## src/mfic_pkg.sv

```systemverilog
// Package: shared constants, state encoding, face and result types and min/max helpers of the face index compactor.
`timescale 1ns / 1ps

package mfic_pkg;

    localparam int DEF_MAX_VERTICES      = 4096;
    localparam int DEF_MAX_TEXCOORDS_IN  = 4096;
    localparam int DEF_MAX_TEXCOORDS_OUT = 8192;

    localparam int VERT_CAP  = 4096;
    localparam int TEX_CAP   = 8192;
    localparam int SRC_IDX_W = 12;
    localparam int VTX_OUT_W = 12;
    localparam int TEX_OUT_W = 13;
    localparam int CORNERS   = 3;
    localparam int EPOCH_W   = 4;

    localparam logic [1:0] LAST_CORNER = 2'd2;

    typedef enum logic [3:0] {
        ST_CLEAR,
        ST_IDLE,
        ST_PREP,
        ST_V_RD,
        ST_V_EV,
        ST_T_RD,
        ST_H_EV,
        ST_C_EV,
        ST_C_LINK,
        ST_DONE
    } t_state;

    typedef struct packed {
        logic                                start;
        logic [CORNERS-1:0][SRC_IDX_W-1:0]   vtx;
        logic [CORNERS-1:0][SRC_IDX_W-1:0]   tex;
    } t_face;

    typedef struct packed {
        logic [CORNERS-1:0][VTX_OUT_W-1:0]   vtx;
        logic [CORNERS-1:0][TEX_OUT_W-1:0]   tex;
        logic [CORNERS-1:0]                  vmask;
        logic [CORNERS-1:0]                  tmask;
        logic                                ovf;
    } t_result;

    function automatic int min_int(input int a, input int b);
        return (a < b) ? a : b;
    endfunction

    function automatic int max_int(input int a, input int b);
        return (a > b) ? a : b;
    endfunction

endpackage

```

## src/mfic_seq.sv

```systemverilog
// Face sequencer: per-corner read-modify-write of the source map and clone-chain walk.
`timescale 1ns / 1ps

module mfic_seq #(
    parameter int MAX_VERTICES      = mfic_pkg::DEF_MAX_VERTICES,
    parameter int MAX_TEXCOORDS_IN  = mfic_pkg::DEF_MAX_TEXCOORDS_IN,
    parameter int MAX_TEXCOORDS_OUT = mfic_pkg::DEF_MAX_TEXCOORDS_OUT,
    localparam int VERT_LIMIT = mfic_pkg::min_int(MAX_VERTICES, mfic_pkg::VERT_CAP),
    localparam int TEX_LIMIT  = mfic_pkg::min_int(MAX_TEXCOORDS_OUT, mfic_pkg::TEX_CAP),
    localparam int SRC_DEPTH  = mfic_pkg::max_int(VERT_LIMIT,
                                    mfic_pkg::min_int(MAX_TEXCOORDS_IN, mfic_pkg::VERT_CAP)),
    localparam int VOUT_W = $clog2(VERT_LIMIT),
    localparam int CH_AW  = $clog2(TEX_LIMIT),
    localparam int SRC_AW = $clog2(SRC_DEPTH),
    localparam int SRC_W  = mfic_pkg::EPOCH_W + 2 + VOUT_W + CH_AW,
    localparam int CH_W   = VOUT_W + CH_AW
) (
    input  logic                i_clk,
    input  logic                i_rst_n,
    input  logic                i_tex_en,
    input  logic                i_in_valid,
    output logic                o_in_ready,
    input  mfic_pkg::t_face     i_face,
    input  logic                i_res_free,
    output logic                o_res_valid,
    output mfic_pkg::t_result   o_result,
    output logic                o_src_rd_en,
    output logic [SRC_AW-1:0]   o_src_rd_addr,
    output logic                o_src_wr_en,
    output logic [SRC_AW-1:0]   o_src_wr_addr,
    output logic [SRC_W-1:0]    o_src_wr_data,
    input  logic [SRC_W-1:0]    i_src_rd_data,
    output logic                o_ch_rd_en,
    output logic [CH_AW-1:0]    o_ch_rd_addr,
    output logic                o_ch_wr_en,
    output logic [CH_AW-1:0]    o_ch_wr_addr,
    output logic [CH_W-1:0]     o_ch_wr_data,
    input  logic [CH_W-1:0]     i_ch_rd_data
);

    localparam int VC_W = $clog2(VERT_LIMIT + 1);
    localparam int TC_W = $clog2(TEX_LIMIT + 1);
    localparam int EP_W = mfic_pkg::EPOCH_W;
    localparam int NC   = mfic_pkg::CORNERS;
    localparam int IW   = mfic_pkg::SRC_IDX_W;

    mfic_pkg::t_state r_state, n_state;
    logic                       r_face, n_face;
    logic [EP_W-1:0]            r_epoch, n_epoch;
    logic [SRC_AW-1:0]          r_sweep, n_sweep;
    logic [1:0]                 r_k, n_k;
    logic [VC_W-1:0]            r_vcount, n_vcount;
    logic [TC_W-1:0]            r_tcount, n_tcount;

    logic [NC-1:0][IW-1:0]      r_v, n_v;
    logic [NC-1:0][IW-1:0]      r_t, n_t;
    logic [NC-1:0][VOUT_W-1:0]  r_rv, n_rv;
    logic [NC-1:0][CH_AW-1:0]   r_rt, n_rt;
    logic [NC-1:0]              r_ok, n_ok;
    logic [NC-1:0]              r_vmask, n_vmask;
    logic [NC-1:0]              r_tmask, n_tmask;
    logic                       r_ovf, n_ovf;
    logic [CH_AW-1:0]           r_idx, n_idx;
    logic [VOUT_W-1:0]          r_cur_vtx, n_cur_vtx;

    logic [EP_W-1:0]    s_ep;
    logic               s_vval, s_hval;
    logic [VOUT_W-1:0]  s_vidx;
    logic [CH_AW-1:0]   s_hidx;
    logic [VOUT_W-1:0]  c_vtx;
    logic [CH_AW-1:0]   c_next;
    logic               degen;

    assign s_ep   = i_src_rd_data[SRC_W-1 -: EP_W];
    assign s_vval = (s_ep == r_epoch) & i_src_rd_data[VOUT_W+CH_AW+1];
    assign s_vidx = i_src_rd_data[CH_AW+1 +: VOUT_W];
    assign s_hval = (s_ep == r_epoch) & i_src_rd_data[CH_AW];
    assign s_hidx = i_src_rd_data[CH_AW-1:0];
    assign c_vtx  = i_ch_rd_data[CH_W-1 -: VOUT_W];
    assign c_next = i_ch_rd_data[CH_AW-1:0];
    assign degen  = (r_v[0] == r_v[1]) || (r_v[1] == r_v[2]) || (r_v[2] == r_v[0]);

    always_comb begin
        logic v_adv;
        logic t_adv;
        logic [EP_W-1:0] ep_inc;

        n_state   = r_state;
        n_face    = r_face;
        n_epoch   = r_epoch;
        n_sweep   = r_sweep;
        n_k       = r_k;
        n_vcount  = r_vcount;
        n_tcount  = r_tcount;
        n_v       = r_v;
        n_t       = r_t;
        n_rv      = r_rv;
        n_rt      = r_rt;
        n_ok      = r_ok;
        n_vmask   = r_vmask;
        n_tmask   = r_tmask;
        n_ovf     = r_ovf;
        n_idx     = r_idx;
        n_cur_vtx = r_cur_vtx;
        v_adv     = 1'b0;
        t_adv     = 1'b0;
        ep_inc    = r_epoch + 1'b1;

        o_in_ready    = 1'b0;
        o_res_valid   = 1'b0;
        o_src_rd_en   = 1'b0;
        o_src_rd_addr = '0;
        o_src_wr_en   = 1'b0;
        o_src_wr_addr = '0;
        o_src_wr_data = '0;
        o_ch_rd_en    = 1'b0;
        o_ch_rd_addr  = '0;
        o_ch_wr_en    = 1'b0;
        o_ch_wr_addr  = '0;
        o_ch_wr_data  = '0;

        case (r_state)
            mfic_pkg::ST_CLEAR: begin
                o_src_wr_en   = 1'b1;
                o_src_wr_addr = r_sweep;
                n_sweep       = r_sweep + 1'b1;
                if (r_sweep == SRC_AW'(SRC_DEPTH - 1)) begin
                    n_sweep = '0;
                    n_state = r_face ? mfic_pkg::ST_PREP : mfic_pkg::ST_IDLE;
                end
            end
            mfic_pkg::ST_IDLE: begin
                o_in_ready = 1'b1;
                if (i_in_valid) begin
                    n_face  = 1'b1;
                    n_v     = i_face.vtx;
                    n_t     = i_face.tex;
                    n_state = mfic_pkg::ST_PREP;
                    if (i_face.start) begin
                        n_vcount = '0;
                        n_tcount = '0;
                        n_epoch  = ep_inc;
                        if (ep_inc == '0) begin
                            n_state = mfic_pkg::ST_CLEAR;
                        end
                    end
                end
            end
            mfic_pkg::ST_PREP: begin
                n_k     = '0;
                n_rv    = '0;
                n_rt    = '0;
                n_ok    = '0;
                n_vmask = '0;
                n_tmask = '0;
                n_ovf   = 1'b0;
                if (degen) begin
                    n_face  = 1'b0;
                    n_state = mfic_pkg::ST_IDLE;
                end else begin
                    n_state = mfic_pkg::ST_V_RD;
                end
            end
            mfic_pkg::ST_V_RD: begin
                if (32'(r_v[r_k]) >= 32'(MAX_VERTICES)) begin
                    n_ovf = 1'b1;
                    v_adv = 1'b1;
                end else begin
                    o_src_rd_en   = 1'b1;
                    o_src_rd_addr = r_v[r_k][SRC_AW-1:0];
                    n_state       = mfic_pkg::ST_V_EV;
                end
            end
            mfic_pkg::ST_V_EV: begin
                v_adv = 1'b1;
                if (s_vval) begin
                    n_rv[r_k] = s_vidx;
                    n_ok[r_k] = 1'b1;
                end else if (r_vcount < VC_W'(VERT_LIMIT)) begin
                    o_src_wr_en    = 1'b1;
                    o_src_wr_addr  = r_v[r_k][SRC_AW-1:0];
                    o_src_wr_data  = {r_epoch, 1'b1, VOUT_W'(r_vcount), s_hval, s_hidx};
                    n_rv[r_k]      = VOUT_W'(r_vcount);
                    n_ok[r_k]      = 1'b1;
                    n_vmask[r_k]   = 1'b1;
                    n_vcount       = r_vcount + 1'b1;
                end else begin
                    n_ovf = 1'b1;
                end
            end
            mfic_pkg::ST_T_RD: begin
                if (!r_ok[r_k]) begin
                    t_adv = 1'b1;
                end else if (32'(r_t[r_k]) >= 32'(MAX_TEXCOORDS_IN)) begin
                    n_ovf = 1'b1;
                    t_adv = 1'b1;
                end else begin
                    o_src_rd_en   = 1'b1;
                    o_src_rd_addr = r_t[r_k][SRC_AW-1:0];
                    n_state       = mfic_pkg::ST_H_EV;
                end
            end
            mfic_pkg::ST_H_EV: begin
                if (s_hval) begin
                    o_ch_rd_en   = 1'b1;
                    o_ch_rd_addr = s_hidx;
                    n_idx        = s_hidx;
                    n_state      = mfic_pkg::ST_C_EV;
                end else if (r_tcount < TC_W'(TEX_LIMIT)) begin
                    t_adv         = 1'b1;
                    o_ch_wr_en    = 1'b1;
                    o_ch_wr_addr  = CH_AW'(r_tcount);
                    o_ch_wr_data  = {r_rv[r_k], {CH_AW{1'b0}}};
                    o_src_wr_en   = 1'b1;
                    o_src_wr_addr = r_t[r_k][SRC_AW-1:0];
                    o_src_wr_data = {r_epoch, s_vval, s_vidx, 1'b1, CH_AW'(r_tcount)};
                    n_rt[r_k]     = CH_AW'(r_tcount);
                    n_tmask[r_k]  = 1'b1;
                    n_tcount      = r_tcount + 1'b1;
                end else begin
                    t_adv = 1'b1;
                    n_ovf = 1'b1;
                end
            end
            mfic_pkg::ST_C_EV: begin
                if (c_vtx == r_rv[r_k]) begin
                    n_rt[r_k] = r_idx;
                    t_adv     = 1'b1;
                end else if (c_next != '0) begin
                    o_ch_rd_en   = 1'b1;
                    o_ch_rd_addr = c_next;
                    n_idx        = c_next;
                end else if (r_tcount < TC_W'(TEX_LIMIT)) begin
                    o_ch_wr_en   = 1'b1;
                    o_ch_wr_addr = CH_AW'(r_tcount);
                    o_ch_wr_data = {r_rv[r_k], {CH_AW{1'b0}}};
                    n_cur_vtx    = c_vtx;
                    n_rt[r_k]    = CH_AW'(r_tcount);
                    n_tmask[r_k] = 1'b1;
                    n_tcount     = r_tcount + 1'b1;
                    n_state      = mfic_pkg::ST_C_LINK;
                end else begin
                    n_ovf = 1'b1;
                    t_adv = 1'b1;
                end
            end
            mfic_pkg::ST_C_LINK: begin
                // append: tail entry now points at the fresh clone
                o_ch_wr_en   = 1'b1;
                o_ch_wr_addr = r_idx;
                o_ch_wr_data = {r_cur_vtx, r_rt[r_k]};
                t_adv        = 1'b1;
            end
            mfic_pkg::ST_DONE: begin
                if (i_res_free) begin
                    o_res_valid = 1'b1;
                    n_face      = 1'b0;
                    n_state     = mfic_pkg::ST_IDLE;
                end
            end
            default: begin
                n_state = mfic_pkg::ST_IDLE;
            end
        endcase

        if (v_adv) begin
            if (r_k == mfic_pkg::LAST_CORNER) begin
                n_k     = '0;
                n_state = i_tex_en ? mfic_pkg::ST_T_RD : mfic_pkg::ST_DONE;
            end else begin
                n_k     = r_k + 1'b1;
                n_state = mfic_pkg::ST_V_RD;
            end
        end
        if (t_adv) begin
            if (r_k == mfic_pkg::LAST_CORNER) begin
                n_state = mfic_pkg::ST_DONE;
            end else begin
                n_k     = r_k + 1'b1;
                n_state = mfic_pkg::ST_T_RD;
            end
        end
    end

    always_ff @(posedge i_clk) begin
        if (!i_rst_n) begin
            r_state  <= mfic_pkg::ST_CLEAR;
            r_face   <= 1'b0;
            r_epoch  <= '0;
            r_sweep  <= '0;
            r_k      <= '0;
            r_vcount <= '0;
            r_tcount <= '0;
        end else begin
            r_state  <= n_state;
            r_face   <= n_face;
            r_epoch  <= n_epoch;
            r_sweep  <= n_sweep;
            r_k      <= n_k;
            r_vcount <= n_vcount;
            r_tcount <= n_tcount;
        end
    end

    always_ff @(posedge i_clk) begin
        r_v       <= n_v;
        r_t       <= n_t;
        r_rv      <= n_rv;
        r_rt      <= n_rt;
        r_ok      <= n_ok;
        r_vmask   <= n_vmask;
        r_tmask   <= n_tmask;
        r_ovf     <= n_ovf;
        r_idx     <= n_idx;
        r_cur_vtx <= n_cur_vtx;
    end

    always_comb begin
        for (int i = 0; i < NC; i++) begin
            o_result.vtx[i] = mfic_pkg::VTX_OUT_W'(r_rv[i]);
            o_result.tex[i] = mfic_pkg::TEX_OUT_W'(r_rt[i]);
        end
        o_result.vmask = r_vmask;
        o_result.tmask = r_tmask;
        o_result.ovf   = r_ovf;
    end

endmodule

```

## config.mk

```make
export PLATFORM = sky130hd
export DESIGN_NAME = mfic_seq
export DESIGN_NICKNAME = d
export VERILOG_FILES = /design/src/mfic_pkg.sv /design/src/mfic_seq.sv
export SDC_FILE = /design/constraint.sdc
export NUM_CORES = 1
export LEC_CHECK = 0
export ABC_AREA = 1
export BUFFER_PORTS_ARGS = -buffer_cell sky130_fd_sc_hd__buf_4
export CAP_MARGIN = 0
export CORE_ASPECT_RATIO = 0.6
export CORE_MARGIN = 3
export CORE_UTILIZATION = 45
export DETAILED_ROUTE_END_ITERATION = 6
export GPL_TIMING_DRIVEN = 0
export MAX_ROUTING_LAYER = met4
export PLACE_DENSITY = 0.8
export SLEW_MARGIN = 5
export SYNTH_ARGS = -nofsm -noshare
export SYNTH_HDL_FRONTEND = slang
export SYNTH_SLANG_ARGS = --single-unit
```

## constraint.sdc

```tcl
create_clock -name i_clk -period 9.25 [get_ports i_clk]
set_input_delay 1.85 -clock i_clk [delete_from_list [all_inputs] [get_ports i_clk]]
set_output_delay 1.85 -clock i_clk [all_outputs]
set_load 0.1 [all_outputs]
```

==> metrics.csv, run 1 <==
stage,metric,value,unit
run_status,status,completed,
synthesis,mapped cell area,12990,um2
global_routing,first-pass GRT wire length,81220,um
place,placed insts,2267,
die,# IOs,328,
clock_tree,Post-CTS Setup Bufs,0,
synthesis,number of synthesized flops with an enable pin,182,
timing,fin crit period,6.835,ns
timing,final setup TNS,0,ns
clock_tree,CTS buffer count,25,
die,Die X,225.3,um
global_routing,number of global-route vias before repair,13180,
place,port buffer count,327,
synthesis,"Avg Cell Area, Syn",8.271,um2
clock_tree,"Clk Latency, worst-skew pair",0.55,ns
timing,Slew @ Worst Pin,1.170,ns
synthesis,Synth Flop Type,edfxtp_1,
hold_path,worst min path class,reg2reg,
clock_tree,H-tree depth,1,
route,vias per cell,6.088,
global_routing,Overflow after GRT,0,
route,met3 WL post-DR,8140,um
synthesis,Syn. warnings,0,
setup_path,WP data arrival,4.98,ns
synthesis,Gate Count Post-Synth,1570,
layout,synthesis-to-layout area growth,29.38,%
timing,Max Clock Freq,0.1463,GHz
clock_tree,Bufs on Longest Clock Path,3,
clock_tree,CTS tree,built,
synthesis,post-synth cell types,50,
synthesis,"Seq/Total Area, Yosys",49.79,%
synthesis,"area leader, netlist",edfxtp_1,
setup_path,CP Class,in2out,
route,met2 wire length,22500,um
pwr,Leak,0.007108,uW
setup_path,critical path peak fanout,10,
clock_tree,Post-CTS Resized,0,
route,DRC viols,0,
setup_path,Worst Setup Start Kind,input pin,
clock_tree,Sink Count,232,
route,routed length on met1,24030,um
global_routing,antenna violations before repair,0,
die,die area,31000,um2
timing,Setup-failing EPs final,0,
route,final wirelength,56340,um
pwr,PwrDens,304.6,nW/um2
layout,Sequential Area,6466,um2
pwr,Tot Pwr,5117,uW
route,Detailed Route Iter0 Violations,2088,
die,core area,27990,um2
synthesis,area share of the largest cell type after synthesis,42.08,%
synthesis,Synth Net Count,1709,
route,Top Metal Used,met4,
route,DR WL/cell,24.37,um
place,gpl congestion,0.9905,
synthesis,Async SR Flop Fraction,0,%
layout,post-layout util,60.02,%
layout,n_diodes,0,
die,Initial Util,46.39,%
clock_tree,"Reg clk slew, reported paths",0.06,ns
synthesis,"top cells by count, synth","nand2_1, o21ai_0, edfxtp_1, inv_1, nor2_1",
run,Max-Cap Viols,0,
setup_path,"Req. time, crit path",7.40,ns
clock_tree,root buffer cell,clkbuf_16,
clock_tree,Post-CTS Hold Fix Bufs,0,
route,via count,14080,
layout,Non-Filler Instances,2312,
layout,Filler Cell Count,2517,
pwr,Max VDD drop,336.4,uV
timing,Fin Clk Skew,0.01218,ns
timing,fin crit share,73.89,%
synthesis,Seq cells post-synth,232,
global_routing,largest net degree at the start of global routing,40,
die,FP Rows,47,
die,Die Ht,137.6,um
synthesis,"count leader, synth",nand2_1,
timing,"Slew Viols, Final",0,
timing,Fin. Hold Viols,0,
route,Final ANT Viol Nets,0,
timing,RSZ-0062 raised after global routing,false,
place,HPWL Detailed,43460,um
layout,final-stage net count,2066,
route,first-pass iteration count of the detailed router,6,
timing,Worst slew margin,21.16,%
layout,share of cells above drive strength 1,22.21,%
global_routing,Global Route Usage Sum,36.23,%
synthesis,top post-synthesis cells by area,"edfxtp_1, nand2_1, dfxtp_1, o21ai_0, inv_1",
setup_path,CP endpoint kind,output port,
layout,area of the multi-input gates,5525,um2
-- through the flow --
step	hold WS [ns]	setup slack, ns	area [um2]
finish	0.4881	2.415	16800
global placement	0.4652	0.7036	15900
floorplan	0.4487	2.421	12990
detailed placement	0.4791	2.632	15990
global route	0.5075	2.461	16800
CTS	0.4880	2.625	16800
-- registers in the layout, summed over array words and instances, names as in the netlist --
signal     count
o_result      75
r_cur_vtx     12
r_epoch        4
r_face         1
r_idx         13
r_k            2
r_ok           3
r_ovf          1
r_state        4
r_sweep       12
r_t           36
r_tcount      14
r_tmask        3
r_v           36
r_vcount      13
r_vmask        3
-- power breakdown --
group | total (uW) | leakage (uW) | internal, uW | switching, uW
registers | 1460 | 0.00208 | 1320 | 135
logic | 2630 | 0.00463 | 540 | 2090
clock network | 1030 | 0.000393 | 579 | 450
total | 5120 | 0.00711 | 2440 | 2670
-- worst max-delay path, stage by stage --
cell and delay [ns]:
buf_4 0.11, or2_2 0.26, a21oi_1 0.16, nand3_1 0.20
nand2_1 0.16, nor2_1 0.15, inv_1 0.15, clkbuf_1 0.57
buf_1 0.71, o221ai_1 0.33, buf_4 0.32
-- layer usage --
layer	up-vias	track usage, %
met5	-	-
li1	6156	-
met3	149	11.88
met1	6687	52.09
met4	0	8.953
met2	1083	48.99
-- area by class of cell --
class | count | share of cell area [%]
sequential | 232 | 38.49
clock inverter | 19 | 1.080
buffer | 78 | 2.011
inverter | 179 | 3.999
multi-input combinational | 1081 | 32.89
tap | 367 | 2.733
clock buffer | 26 | 3.746
timing repair buffer | 330 | 15.06
-- layout by cell type, fill, tap and decap left out, types with 3 or more instances in the layout --
cell	instances
buf_1	4
o21ai_0	186
nor3b_1	3
dfxtp_1	50
nor2_4	4
nand2_2	3
nor2_1	87
ha_1	5
nor3_1	25
nand2_1	377
buf_2	12
buf_4	331
clkinv_2	7
clkinvlp_4	3
mux2i_1	3
a221oi_1	5
o22ai_1	71
clkbuf_1	57
o32ai_1	8
nor4_1	5
o21ai_1	12
nand4_1	19
nand3_1	60
clkinv_1	6
a22oi_1	10
or2_2	6
xor2_1	28
bufinv_16	3
inv_1	164
inv_2	12
nor2_2	8
o221ai_1	19
edfxtp_1	182
a22o_1	12
clkbuf_16	25
xnor2_1	18
a21oi_1	86
-- cells by family (layout without fill, tap and decap cells) --
group | count (synthesis) | count (layout) | share of synthesized area (%)
fa+ha+maj | 5 | 5 | 0.4817
simple gates | 608 | 608 | 20.04
mux | 3 | 3 | 0.2312
buf+inv | 257 | 632 | 7.775
xor+xnor | 46 | 46 | 3.102
compound gates | 419 | 419 | 18.58
flops | 232 | 232 | 49.79
-- worst paths after layout --
path,from,slack (ns),endpoint,depth (start not counted)
worst min-delay path,r_vcount[0],0.49,r_vcount[0],2
worst min register to register,r_vcount[0],0.49,r_vcount[0],2
worst max-delay path,i_src_rd_data[28],2.42,o_src_wr_addr[10],11
worst max register to register,r_k[1],5.46,o_result[41],15
(Power assumes the default switching activity.)
==> run 2: changes to the inputs <==
Settings changed: PLACE_DENSITY 0.8 to 0.83.
Clock period 9.25 ns to 6.2 ns, I/O delays scaled along.
==> metrics.csv, run 2 (same netlist as run 1, synthesis figures left out) <==
stage,metric,value,unit
route,final wirelength,54660,um
setup_path,worst r2r src,r_k[1],
clock_tree,H-tree depth,1,
hold_path,Hold Path Depth,2,
clock_tree,"Clk Latency, worst-skew pair",0.55,ns
timing,Hold WS,0.4918,ns
timing,Fin Clk Skew,0.02840,ns
route,via count,14000,
global_routing,Overflow after GRT,0,
setup_path,WP data arrival,4.30,ns
layout,post-layout util,60.19,%
clock_tree,Post-CTS Setup Bufs,0,
timing,RSZ-0062 raised after global routing,false,
timing,fin crit share,89.28,%
timing,"Slew Viols, Final",0,
layout,share of cells above drive strength 1,22.33,%
global_routing,antenna violations before repair,1,
global_routing,Global Route Usage Sum,35.05,%
die,core area,27990,um2
hold_path,Hold EP,r_sweep[6],
setup_path,CP endpoint kind,output port,
run,Max-Cap Viols,0,
setup_path,R2R Setup Slk,2.46,ns
setup_path,R2R depth,15,
die,Die Ht,137.6,um
global_routing,number of global-route vias before repair,12820,
route,vias per cell,6.054,
die,Initial Util,46.39,%
pwr,PwrDens,453.6,nW/um2
layout,max reg flops,75,
setup_path,CP Class,in2out,
die,FP Rows,47,
place,port buffer count,327,
route,DRC viols,0,
timing,Max Clock Freq,0.1807,GHz
clock_tree,Post-CTS Hold Fix Bufs,0,
layout,synthesis-to-layout area growth,29.73,%
die,Die X,225.3,um
global_routing,largest net degree at the start of global routing,40,
clock_tree,Bufs on Longest Clock Path,3,
clock_tree,CTS tree,built,
global_routing,first-pass GRT wire length,79250,um
clock_tree,CTS buffer count,24,
setup_path,"Req. time, crit path",4.96,ns
place,placed insts,2267,
layout,final-stage net count,2065,
timing,Worst slew margin,22.53,%
clock_tree,Post-CTS Resized,0,
pwr,Max VDD drop,324.1,uV
timing,Fin. Hold Viols,0,
run_status,status,completed,
clock_tree,root buffer cell,clkbuf_16,
clock_tree,Sink Count,232,
route,DR WL/cell,23.64,um
die,# IOs,328,
timing,Setup-failing EPs final,0,
layout,most frequent cells in the layout,"nand2_1, buf_4, o21ai_0",
layout,Non-Filler Instances,2312,
setup_path,Worst R2R End,o_result[41],
hold_path,hold_sp,r_sweep[6],
place,HPWL Detailed,41950,um
pwr,Leak,0.007121,uW
pwr,Tot Pwr,7642,uW
layout,"most common cell after layout, fill and taps aside",nand2_1,
clock_tree,"Reg clk slew, reported paths",0.06,ns
setup_path,critical path peak fanout,10,
die,die area,31000,um2
layout,Filler Cell Count,2435,
timing,fin crit period,5.535,ns
timing,final setup TNS,0,ns
place,gpl congestion,1.003,
setup_path,Worst Setup Start Kind,input pin,
route,first-pass iteration count of the detailed router,5,
hold_path,worst min path class,reg2reg,
route,Final ANT Viol Nets,0,
route,Detailed Route Iter0 Violations,2201,
timing,Slew @ Worst Pin,1.150,ns
run 2: cell count changes in the layout (fill, tap and decap cells not counted):
cell	before	now
diode_2	0	1
clkinv_1	6	3
clkinv_4	1	2
buf_16	2	1
buf_12	1	2
clkinvlp_2	1	0
clkinvlp_4	3	5
clkbuf_8	0	5
clkinv_2	7	2
run 2: per-stage QoR:
stage / worst slack [ns] / instance area [um2]
after floorplan: 0.4850 / 12990
after global placement: -1.874 / 15900
after detailed placement: 0.7970 / 15980
after CTS: 0.7896 / 16840
after global routing: 0.6866 / 16850
final: 0.6648 / 16850
run 2: area by class of cell:
type,count,area [um2],share of cell area (%)
repair buffers,330,2522,14.97
multi-input cells,1081,5525,32.80
inverters,179,671.9,3.988
well taps,367,459.2,2.726
flip-flops and latches,232,6466,38.38
plain buffers,78,337.8,2.005
clock buffers,31,698.2,4.144
diodes,1,2.502,0.01485
clock inverters,13,163.9,0.9729
run 2: where the power goes:
part	switching, uW	internal (uW)	leakage (uW)	total, uW
Combinational	3080	803	0.00463	3880
Clock	661	927	0.000409	1590
Sequential	195	1980	0.00208	2170
Total	3940	3710	0.00712	7640
run 2: critical path, cell delays in order:
cell and delay [ns]:
buf_4 0.11, or2_2 0.26, a21oi_1 0.21, nand3_1 0.22
nand2_1 0.16, nor2_1 0.13, inv_1 0.14, clkbuf_1 0.57
buf_1 0.68, o221ai_1 0.27, buf_4 0.30
run 2: how the worst max path moves through the flow:
stage / endpoint / slack (ns) / depth (start not counted) / startpoint
after CTS: o_src_wr_addr[7] / 0.79 / 11 / i_src_rd_data[28]
after global placement: r_vcount[4] / -1.87 / 8 / i_in_valid
after global routing: o_src_wr_data[26] / 0.69 / 11 / i_src_rd_data[28]
after detailed placement: o_src_wr_addr[7] / 0.80 / 11 / i_src_rd_data[28]
after floorplan: r_vcount[6] / 0.49 / 12 / i_in_valid
final: o_src_wr_addr[7] / 0.66 / 11 / i_src_rd_data[28]
run 2: per-layer routing:
layer  track usage [%]  part of all wire [%]
met1             50.95                    42
met5                 -                     0
met2             48.09                    40
met4             9.235                   3.3
met3             9.434                    15
